**config.mk**
```make
export PLATFORM = sky130hd
export DESIGN_NAME = embedded_controller_ram_port_core
export DESIGN_NICKNAME = d
export VERILOG_FILES = /design/src/rtl/ecrp_pkg.sv /design/src/rtl/ecrp_ram.sv /design/src/rtl/embedded_controller_ram_port_core.sv
export SDC_FILE = /design/constraint.sdc
export NUM_CORES = 2
export LEC_CHECK = 0
export BUFFER_PORTS_ARGS = -buffer_cell sky130_fd_sc_hd__buf_2
export CORE_ASPECT_RATIO = 0.5
export CORE_MARGIN = 2
export CORE_UTILIZATION = 32
export CTS_BUF_LIST = sky130_fd_sc_hd__clkbuf_16
export CTS_CLUSTER_DIAMETER = 40
export DETAILED_ROUTE_END_ITERATION = 16
export GPL_TIMING_DRIVEN = 0
export PLACE_DENSITY_LB_ADDON = 0.15
export SLEW_MARGIN = 20
export SYNTH_ARGS = -nofsm -noshare
export SYNTH_HDL_FRONTEND = slang
export SYNTH_SLANG_ARGS = --single-unit
```
**constraint.sdc**
```tcl
create_clock -name clk -period 6.64 [get_ports clk]
set_input_delay 0.332 -clock clk [delete_from_list [all_inputs] [get_ports clk]]
set_output_delay 0.332 -clock clk [all_outputs]
set_load 0.02 [all_outputs]
```
**src/rtl/ecrp_pkg.sv**
```systemverilog
// shared constants for the embedded controller ram port
package ecrp_pkg;

  localparam int RAM_DEPTH = 256;
  localparam int RAM_AW    = $clog2(RAM_DEPTH);

  // port access kinds
  localparam logic [1:0] REQ_STATUS = 2'd0;
  localparam logic [1:0] REQ_CMD_WR = 2'd1;
  localparam logic [1:0] REQ_DAT_WR = 2'd2;
  localparam logic [1:0] REQ_DAT_RD = 2'd3;

  // command bytes
  localparam logic [7:0] CMD_READ  = 8'h80;
  localparam logic [7:0] CMD_WRITE = 8'h81;

  // status bits
  localparam logic [7:0] ST_OBF = 8'h01;
  localparam logic [7:0] ST_IBF = 8'h02;
  localparam logic [7:0] ST_CMD = 8'h08;

  // command sequencer phases
  localparam logic [1:0] PH_IDLE    = 2'd0;
  localparam logic [1:0] PH_RD_ADDR = 2'd1;
  localparam logic [1:0] PH_WR_ADDR = 2'd2;
  localparam logic [1:0] PH_WR_DATA = 2'd3;

endpackage

```
**src/rtl/ecrp_ram.sv**
```systemverilog
// generic single-port ram with registered read
module ecrp_ram #(
  parameter int WIDTH = 8,
  parameter int DEPTH = 256
) (
  input  logic                     clk,
  input  logic                     we,
  input  logic                     re,
  input  logic [$clog2(DEPTH)-1:0] addr,
  input  logic [WIDTH-1:0]         wdata,
  output logic [WIDTH-1:0]         rdata
);

  logic [WIDTH-1:0] mem [DEPTH];
  logic [WIDTH-1:0] rdata_r;

  always_ff @(posedge clk) begin
    if (we) begin
      mem[addr] <= wdata;
    end
    if (re) begin
      rdata_r <= mem[addr];
    end
  end

  assign rdata = rdata_r;

endmodule

```
**src/rtl/embedded_controller_ram_port_core.sv**
```systemverilog
// top level of the embedded controller host port with its byte ram
//
// device side of an embedded controller host interface
// input channel: one beat per host port access (in_req_type, in_wdata):
//   status read, command write, data write or data read
// output channel: exactly one beat per access, out_rdata carries the status
//   byte (obf bit 0, ibf bit 1 always low, cmd bit 3) or the output buffer
//   byte; writes return zero
// command 0x80 reads the ram byte at the next data byte into the output
//   buffer, command 0x81 writes the data byte after the address byte
// result: the beat is registered and valid in the cycle after the input beat is accepted
// throughput: one access per clock while out_ready takes each result; each access does
//   at most one ram read or one ram write on the single ram port
// a ram read issued by a data write lands in the output buffer from the
//   registered ram output during the following cycle
// reset: sequencer idle, flags and buffer cleared, every ram byte reads as
//   zero through per-entry valid bits until written; no clearing pass
// receiver stall: the result register holds its beat and in_ready drops
//   until out_ready takes it, so nothing is lost
module embedded_controller_ram_port_core
  import ecrp_pkg::*;
(
  input  logic       clk,
  input  logic       rst_n,
  input  logic       in_valid,
  output logic       in_ready,
  input  logic [1:0] in_req_type,
  input  logic [7:0] in_wdata,
  output logic       out_valid,
  input  logic       out_ready,
  output logic [7:0] out_rdata
);

  // sequencer and host-visible state
  logic [1:0]           phase_r,   phase_nxt;
  logic [7:0]           addr_r,    addr_nxt;
  logic [7:0]           obuf_r,    obuf_nxt;
  logic                 obf_r,     obf_nxt;
  logic                 cmd_r,     cmd_nxt;
  // pending ram load into the output buffer
  logic                 load_r,    load_nxt;
  logic                 rd_ok_r,   rd_ok_nxt;
  // ram entries written since reset
  logic [RAM_DEPTH-1:0] valid_r,   valid_nxt;
  // result register
  logic                 ovalid_r,  ovalid_nxt;
  logic [7:0]           ordata_r,  ordata_nxt;

  logic              accept;
  logic              ram_we;
  logic              ram_re;
  logic [RAM_AW-1:0] ram_addr;
  logic [7:0]        ram_rdata;
  logic [7:0]        ram_val;
  logic [7:0]        obuf_cur;
  logic              wr_in_range;
  logic              rd_in_range;
  logic [RAM_AW-1:0] wr_idx;
  logic [RAM_AW-1:0] rd_idx;

  assign in_ready  = !ovalid_r || out_ready;
  assign accept    = in_valid && in_ready;
  assign out_valid = ovalid_r;
  assign out_rdata = ordata_r;

  // address range checks against the ram depth
  assign wr_in_range = ({1'b0, addr_r}   < 9'(RAM_DEPTH));
  assign rd_in_range = ({1'b0, in_wdata} < 9'(RAM_DEPTH));
  assign wr_idx      = addr_r[RAM_AW-1:0];
  assign rd_idx      = in_wdata[RAM_AW-1:0];

  // ram data from the previous cycle's load, zero if never written or out of range
  assign ram_val  = rd_ok_r ? ram_rdata : 8'h00;
  // output buffer as the host sees it right now
  assign obuf_cur = load_r ? ram_val : obuf_r;

  always_comb begin
    phase_nxt  = phase_r;
    addr_nxt   = addr_r;
    obuf_nxt   = obuf_cur;
    obf_nxt    = obf_r;
    cmd_nxt    = cmd_r;
    load_nxt   = 1'b0;
    rd_ok_nxt  = rd_ok_r;
    valid_nxt  = valid_r;
    ram_we     = 1'b0;
    ram_re     = 1'b0;
    ram_addr   = wr_idx;
    ovalid_nxt = ovalid_r && !out_ready;
    ordata_nxt = ordata_r;

    if (accept) begin
      ovalid_nxt = 1'b1;
      ordata_nxt = 8'h00;
      unique case (in_req_type)
        REQ_STATUS: begin
          ordata_nxt = (obf_r ? ST_OBF : 8'h00) | (cmd_r ? ST_CMD : 8'h00);
        end
        REQ_CMD_WR: begin
          // any command restarts the sequencer
          cmd_nxt = 1'b1;
          if (in_wdata == CMD_READ) begin
            phase_nxt = PH_RD_ADDR;
          end else if (in_wdata == CMD_WRITE) begin
            phase_nxt = PH_WR_ADDR;
          end else begin
            phase_nxt = PH_IDLE;
          end
        end
        REQ_DAT_WR: begin
          cmd_nxt = 1'b0;
          unique case (phase_r)
            PH_RD_ADDR: begin
              // start the ram read, buffer picks it up next cycle
              addr_nxt  = in_wdata;
              ram_re    = 1'b1;
              ram_addr  = rd_idx;
              load_nxt  = 1'b1;
              rd_ok_nxt = rd_in_range && valid_r[rd_idx];
              obf_nxt   = 1'b1;
              phase_nxt = PH_IDLE;
            end
            PH_WR_ADDR: begin
              addr_nxt  = in_wdata;
              phase_nxt = PH_WR_DATA;
            end
            PH_WR_DATA: begin
              if (wr_in_range) begin
                ram_we            = 1'b1;
                valid_nxt[wr_idx] = 1'b1;
              end
              phase_nxt = PH_IDLE;
            end
            default: begin
              // data write while idle only clears cmd
            end
          endcase
        end
        REQ_DAT_RD: begin
          ordata_nxt = obuf_cur;
          obf_nxt    = 1'b0;
        end
        default: begin
        end
      endcase
    end
  end

  always_ff @(posedge clk) begin
    if (!rst_n) begin
      phase_r  <= PH_IDLE;
      addr_r   <= 8'h00;
      obuf_r   <= 8'h00;
      obf_r    <= 1'b0;
      cmd_r    <= 1'b0;
      load_r   <= 1'b0;
      rd_ok_r  <= 1'b0;
      valid_r  <= '0;
      ovalid_r <= 1'b0;
    end else begin
      phase_r  <= phase_nxt;
      addr_r   <= addr_nxt;
      obuf_r   <= obuf_nxt;
      obf_r    <= obf_nxt;
      cmd_r    <= cmd_nxt;
      load_r   <= load_nxt;
      rd_ok_r  <= rd_ok_nxt;
      valid_r  <= valid_nxt;
      ovalid_r <= ovalid_nxt;
    end
  end

  // result payload needs no reset
  always_ff @(posedge clk) begin
    ordata_r <= ordata_nxt;
  end

  ecrp_ram #(
    .WIDTH (8),
    .DEPTH (RAM_DEPTH)
  ) u_ram (
    .clk   (clk),
    .we    (ram_we),
    .re    (ram_re),
    .addr  (ram_addr),
    .wdata (in_wdata),
    .rdata (ram_rdata)
  );

endmodule
```
; Yosys cells after proc, flatten, opt, wreduce, memory -nomap -nowiden
; Memory sizes are Yosys's and may differ from the RTL's. A register that Yosys moved wholly into a read port is not among the register bits.
; Index checks and enable logic that the tools add are counted.
[totals]
ff_bits = 287
ramBits = 2048
input_bits = 14
output_inout_bits = 10
wordCells = 71
n_memories = 1
[classes]
n_lt_le_gt_ge = 3
n_eq_ne = 10
mux = 28
n_bitwise = 2
n_reduce_logical = 17
[memory_table]
columns = name, words, width, rd, rd_clocked_by_memory_dff, write_ports, line
row1 = u_ram.mem, 256, 8, 1, 1, 1, ecrp_ram.sv:14  ; logic [WIDTH-1:0] mem [DEPTH];
[ops]
columns = op, count
row1 = 256-bit bitwise OR, 1
row2 = 8-bit 2-to-1 mux, 5
row3 = "8-bit by 9-bit less-than comparator with 1-bit output, second input constant", 2
row4 = "8-bit equality test, second input constant", 2
row5 = 8-bit one-hot mux with 2 select lines, 1
row6 = 3-bit AND reduction, 5
row7 = 1-bit 2-to-1 mux, 13
row8 = 1-bit binary-select mux with 8-bit select, 1
row9 = 1-bit demux with 8-bit select, 1
row10 = "2-bit equality test, second input constant", 4
row11 = "8-bit by 1-bit greater-or-equal comparator with 1-bit output, second input constant", 1
row12 = 2-bit one-hot mux with 2 select lines, 2
row13 = "2-bit by 1-bit equality test with 1-bit output, second input constant", 2
row14 = 2-bit 2-to-1 mux, 2
row15 = 4-bit 2-to-1 mux, 1
row16 = 1-bit by 4-bit bitwise OR with 4-bit output, 1
row17 = 1-bit one-hot mux with 2 select lines, 2
row18 = 2-bit nonzero test, 2
row19 = 2-bit OR reduction, 2
row20 = 1-bit logical AND, 3
row21 = "3-bit by 2-bit inequality test with 1-bit output, second input constant", 1
row22 = 1-bit logical NOT, 2
row23 = 2-bit logical NOT, 1
row24 = "2-bit by 1-bit inequality test with 1-bit output, second input constant", 1
row25 = 2 further kinds, 2

; Logic depth before layout (Yosys ltp)
[logic_depth]
depth_word = 6
ltp_mapped = 16
depth_no_buf = 11

; By module
; Synthesis repeated with hierarchy kept, for this count alone.
[unflattened]
cells_unflattened = 4827
hier_area_um2 = 90814.6
[by_module_without_submodules]
columns = mod, n_inst, cells_each, area_per_inst_um2, seq_area_each_um2
row1 = ecrp_ram, 1, 3547, 78572.9, 61739.2
row2 = embedded_controller_ram_port_core, 1, 1280, 12241.7, 5825.6

; Worst setup path after synthesis
; No wires, ideal clock.
[synth_path]
path_type = input to register
startpoint = input port in_req_type[0]
endpoint = memory u_ram.mem[208][0] (enable)
arrival_time_ps = 2884
required_ps = 6270
setup_slack_ps = 3386
stages = 15
path_buffers = 6
path_cell_list = inv_1 -> ha_1 -> buf_6 -> and2_1 -> buf_6 -> nand3_4 -> inv_1 -> buf_2 -> buf_2 -> nand3_1 -> nand2_1 -> clkbuf_1 -> nand2_1 -> clkbuf_1 -> nor2_1
[synth_via]
elab_chain_len = 5
elab_cells_between_ends = 7
classes_between = eq/ne (1) / mux (6)
[synth_lines]
columns = element, line
row1 = "start, declared", embedded_controller_ram_port_core.sv:27  ; input logic [1:0] in_req_type,
row2 = 2-bit equality test (*), embedded_controller_ram_port_core.sv:95  ; unique case (in_req_type)
row3 = 1-bit 2-to-1 mux, embedded_controller_ram_port_core.sv:95
row4 = 1-bit 2-to-1 mux, embedded_controller_ram_port_core.sv:92  ; if (accept) begin
row5 = 1-bit 2-to-1 mux, ecrp_ram.sv:18  ; if (we) begin
row6 = 1-bit 2-to-1 mux (not written as such), ecrp_ram.sv:19  ; mem[addr] <= wdata;
row7 = "end, declared", ecrp_ram.sv:14
; Every way passes the cells marked *; elsewhere a longest branch is shown, timed or not.

; Worst setup path after layout
[layout_path]
startpoint = input port in_wdata[1]
endpoint = memory u_ram.mem[82][3] (enable)
[layout_via]
elab_chain_len = 3
[layout_lines]
columns = element, line
row1 = "start, declared", embedded_controller_ram_port_core.sv:28  ; input logic [7:0] in_wdata,
row2 = 8-bit 2-to-1 mux, embedded_controller_ram_port_core.sv:112  ; unique case (phase_r)
row3 = 8-bit 2-to-1 mux, embedded_controller_ram_port_core.sv:95
row4 = 8-bit 2-to-1 mux, embedded_controller_ram_port_core.sv:92
; No other way between the ends.

==> run summary <==
The run finished with clean final reports. The clock slew at the register clock pins of the worst setup and hold paths is 60 ps. The stage delay of the slowest cell on the critical path came out at 730 ps. The H-tree level count came out at 5. During I/O placement, the number of pins put on the boundary was 24. Relative to the synthesized area, the layout overhead comes to 16.4%. The largest total area in the synthesized netlist belongs to edfxtp_1. The power density over the cells is 303 nW/um^2. The number of instances in the synthesized netlist is 6088. By area the synthesized netlist is led by edfxtp_1 68%, dfxtp_1 6.2%, a22oi_1 5.1%. The most used flip-flop cell after synthesis is edfxtp_1.

The global-route usage over all layers came out at 0.223. TritonCTS built the clock tree. The die extent in x is 756 um.

The clock latency at the later pin of the worst-skew pair came out at 870 ps. STA puts the critical path data required time at 7090 ps. The final sum of negative setup slack is 0 ps. In this run the tightest slew margin relative to its limit is 0.109. The post-synthesis cell type count is 51.

The transition time of the tightest slew-check pin is 1340 ps. The detailed-placement wirelength estimate came out at 224000 um. The number of max-slew violations in the final report is 0. For this block, the via count after detailed routing is 58341.

The mean instance size in the synthesized netlist is 14.9 um^2. The net count of the finished layout is 6450. The proportion of synthesized chip area in sequential cells is 0.747. The post-route fraction of the period consumed by the critical path came out at 0.996. The placeable core region is 280000 um^2. Counting instances, the worst hold path has a depth of 1.

The share of total power dissipated in the clock network is 0.470. The average detailed-routed wire length per instance came out at 31.9 um. Counting tap cells, the placed design contains a total of 9897 instances. The total area of multi-input combinational cells is 20800 um^2. The worst reg-to-reg path cell count is 12. The worst register-to-register path ends at u_ram.mem[82][3].

Setup repair after global routing left no endpoint under its margin. The final count of negative-setup-slack endpoints is 0. The number of fillers in the final layout came out at 26777. The share of flip-flops with an asynchronous set or reset after synthesis came out at 0. The slowest stage of the critical path is the clkbuf_1 cell. The post-detailed-route DRC marker count came out at 0. The clock sink total came out at 2343. The port buffer count is 21. Yosys printed 0 warnings.

Across the run, the number of max-cap violations was 0. The biggest fanout along the worst timing path came out at 69. Together, buffers and inverters on the worst path number 10. The final-report hold violation count was 0. The pin count of the biggest net entering global routing came out at 102.

The setup fix buffers added after clock tree synthesis is 0. The pre-CTS setup slack is -971 ps. The register bit count reported by yosys is 2343. The setup slack of the worst register-to-register path is 170 ps. The number of CTS-inserted buffers is 273.

The register cell area after layout is 67600 um^2. The finished layout holds 10392 standard cells, fillers aside. Routability-driven placement finished with a final weighted congestion of 0.907. The most frequent cell on the critical path is buf_2.

The analysis attributes to net switching a power of 0.00703 W. The clock skew after layout is 48.6 ps. The setup path with the least slack is of type input pin to register.

The floorplan has 137 rows. In this run, synthesis inferred 2064 flip-flops with an integrated enable. The first-pass GRT wire length is 454000 um. At the worst endpoint, the arrival time is 7060 ps.

The worst hold path terminates at u_ram.mem[119][0]. After the first detailed-routing iteration, the DRC count stood at 7023. The kind of cell with the highest combined delay along the critical path is buffers and inverters.

The worst voltage drop across the vdd grid came out at 200 uV. The number of antenna violations at the first check in global routing was 19. The final wirelength came out at 331000 um. The number of nets handed over by synthesis was 6109. The tree is rooted in a clkbuf_16. The minimum setup slack in the final design is 26.8 ps. The maximum clock path buffer count came out at 4. The first TritonRoute pass finished after 6 iterations. The die covers 287000 um^2. The share of total power in sequential cells is 0.501.

The peak clock frequency supported by timing came out at 151 MHz. The internal portion of the total power is 0.0249 W. The most repeated cell in the gate-level netlist after synthesis is edfxtp_1. Walking the worst path, the cells encountered are dlygate4sd3_1, buf_8, buf_16, buf_2, nand2b_1, nor4_2, buf_2, or2_2, buf_2, buf_2, clkbuf_1, nand2_2, clkbuf_2, buf_16, nor2_1. The starting utilization of the core area is 0.323. The total chip power came out at 0.0319 W. Dividing the detail-routed via count by the number of cells gives 5.61.

The residual overflow from global routing came out at 0. In the synthesized netlist, the cells that appear most often are 2064 x edfxtp_1, 775 x o21ai_0, 614 x a22oi_1. The sort of element at the start of the critical path is an input pin. For the finished layout, the period the worst path requires is 6610 ps. From bottom edge to top edge, the die measures 380 um. Summed over all cells, the static leakage comes to 31.8 nW. The share of final-layout standard cells stronger than drive strength 1 came out at 0.114.

The worst hold path belongs to the class input pin to register. The area share of the largest cell type after synthesis is 0.685. The cell area after technology mapping is 90500 um^2. The fraction of power spent switching nets is 0.220. In this run the most critical hold path is launched from in_wdata[0]. Across all hold checks on the routed design, the worst slack comes to 25.6 ps. The via count of the first global-routing pass came out at 55693. The worst setup path is captured at a register. The count of nets left with antenna violations after detail routing came out at 0. The worst register-to-register path begins at phase_r[0]. The part of the power in combinational logic is 0.029.
per-stage QoR:
step / cell area (um^2) / util
4_1_cts: 105000 / 0.376
3_3_place_gp: 95300 / 0.340
2_1_floorplan: 90500 / -
5_1_grt: 105000 / 0.376
6_report: 105000 / 0.376
3_5_place_dp: 96400 / 0.344
state kept, by name (all words and copies together), names as in the netlist:
name,cells
load_r,1
obuf_r,8
cmd_r,1
rd_ok_r,1
u_ram.rdata,8
valid_r,256
out_valid,1
addr_r,8
out_rdata,8
u_ram.mem,2048
phase_r,2
obf_r,1
layout make-up:
cell class,instances,area share
Antenna cell,6,0.000143
Timing Repair Buffer,66,0.0117
Clock inverter,195,0.0159
Multi-Input combinational cell,3222,0.197
Clock buffer,284,0.0675
Inverter,13,0.000463
Tap cell,3753,0.0446
Sequential cell,2343,0.641
Buffer,510,0.0213
cells in the final DEF, fill, tap and decap left out, drive strengths merged, types with 8 or more instances in the layout:
master,instances
nand2b,9
buf,220
o41ai,80
bufinv,23
edfxtp,2064
nand4,35
dlygate4sd3,8
clkinv,86
mux2i,10
nor4,36
clkbuf,632
o21a,259
dfxtp,279
clkinvlp,14
mux4,82
nand2,76
nor2b,17
a41oi,193
a22oi,643
or4,16
and4,9
nor2,551
inv,85
nand3,18
o22a,16
a21oi,349
o21ai,776
routing by layer:
layer  global-route usage  routed length, um  vias to the layer above
li1                     -                  -                    24990
met1                0.337             152000                    30543
met2                0.340             147000                     2403
met3               0.0326              24200                      399
met4               0.0511               7840                        6
met5                    0                 37                        -
power groups by stage:
stage | clock network [W] | registers (W) | logic [W]
5_1_grt | 0.0158 | 0.0160 | 0.000953
2_1_floorplan | 0 | 0.0163 | 0.000301
6_report | 0.0150 | 0.0160 | 0.000914
3_5_place_dp | 0 | 0.0163 | 0.000899
3_3_place_gp | 0 | 0.0164 | 0.000848
4_1_cts | 0.0152 | 0.0160 | 0.000909
repair_timing:
item / CTS / global route
hold buffers: 10 / 0
gates resized for setup: 6 / 0
endpoints found under the hold margin: 177 / 0
endpoints found under the setup margin: 88 / 0
worst max-delay path by stage:
stage / startpoint / to / slack [ps] / depth (start not counted)
2_1_floorplan: in_req_type[0] / u_ram.mem[208][0] / 3390 / 15
3_3_place_gp: in_wdata[1] / u_ram.mem[194][4] / -5660 / 12
3_5_place_dp: in_wdata[1] / u_ram.mem[114][4] / -970 / 14
4_1_cts: in_wdata[1] / u_ram.mem[82][3] / 30 / 15
5_1_grt: in_wdata[1] / u_ram.mem[82][3] / 10 / 15
6_report: in_wdata[1] / u_ram.mem[82][3] / 30 / 15
cell families (layout without fill, tap and decap cells):
| kind of cell | Yosys count | in the layout | share of synthesized area |
|---|---|---|---|
| multiplexers | 93 | 93 | 0.0216 |
| buffers and inverters | 523 | 1068 | 0.0251 |
| AND/OR/NAND/NOR | 791 | 791 | 0.0379 |
| AO/OA/AOI/OAI | 2331 | 2331 | 0.168 |
| flip-flops | 2343 | 2343 | 0.747 |
| other | 0 | 6 | 0 |
| adder cells (fa/ha/maj) | 7 | 7 | 0.000968 |
Note: power is estimated with default switching activity, not from simulation.
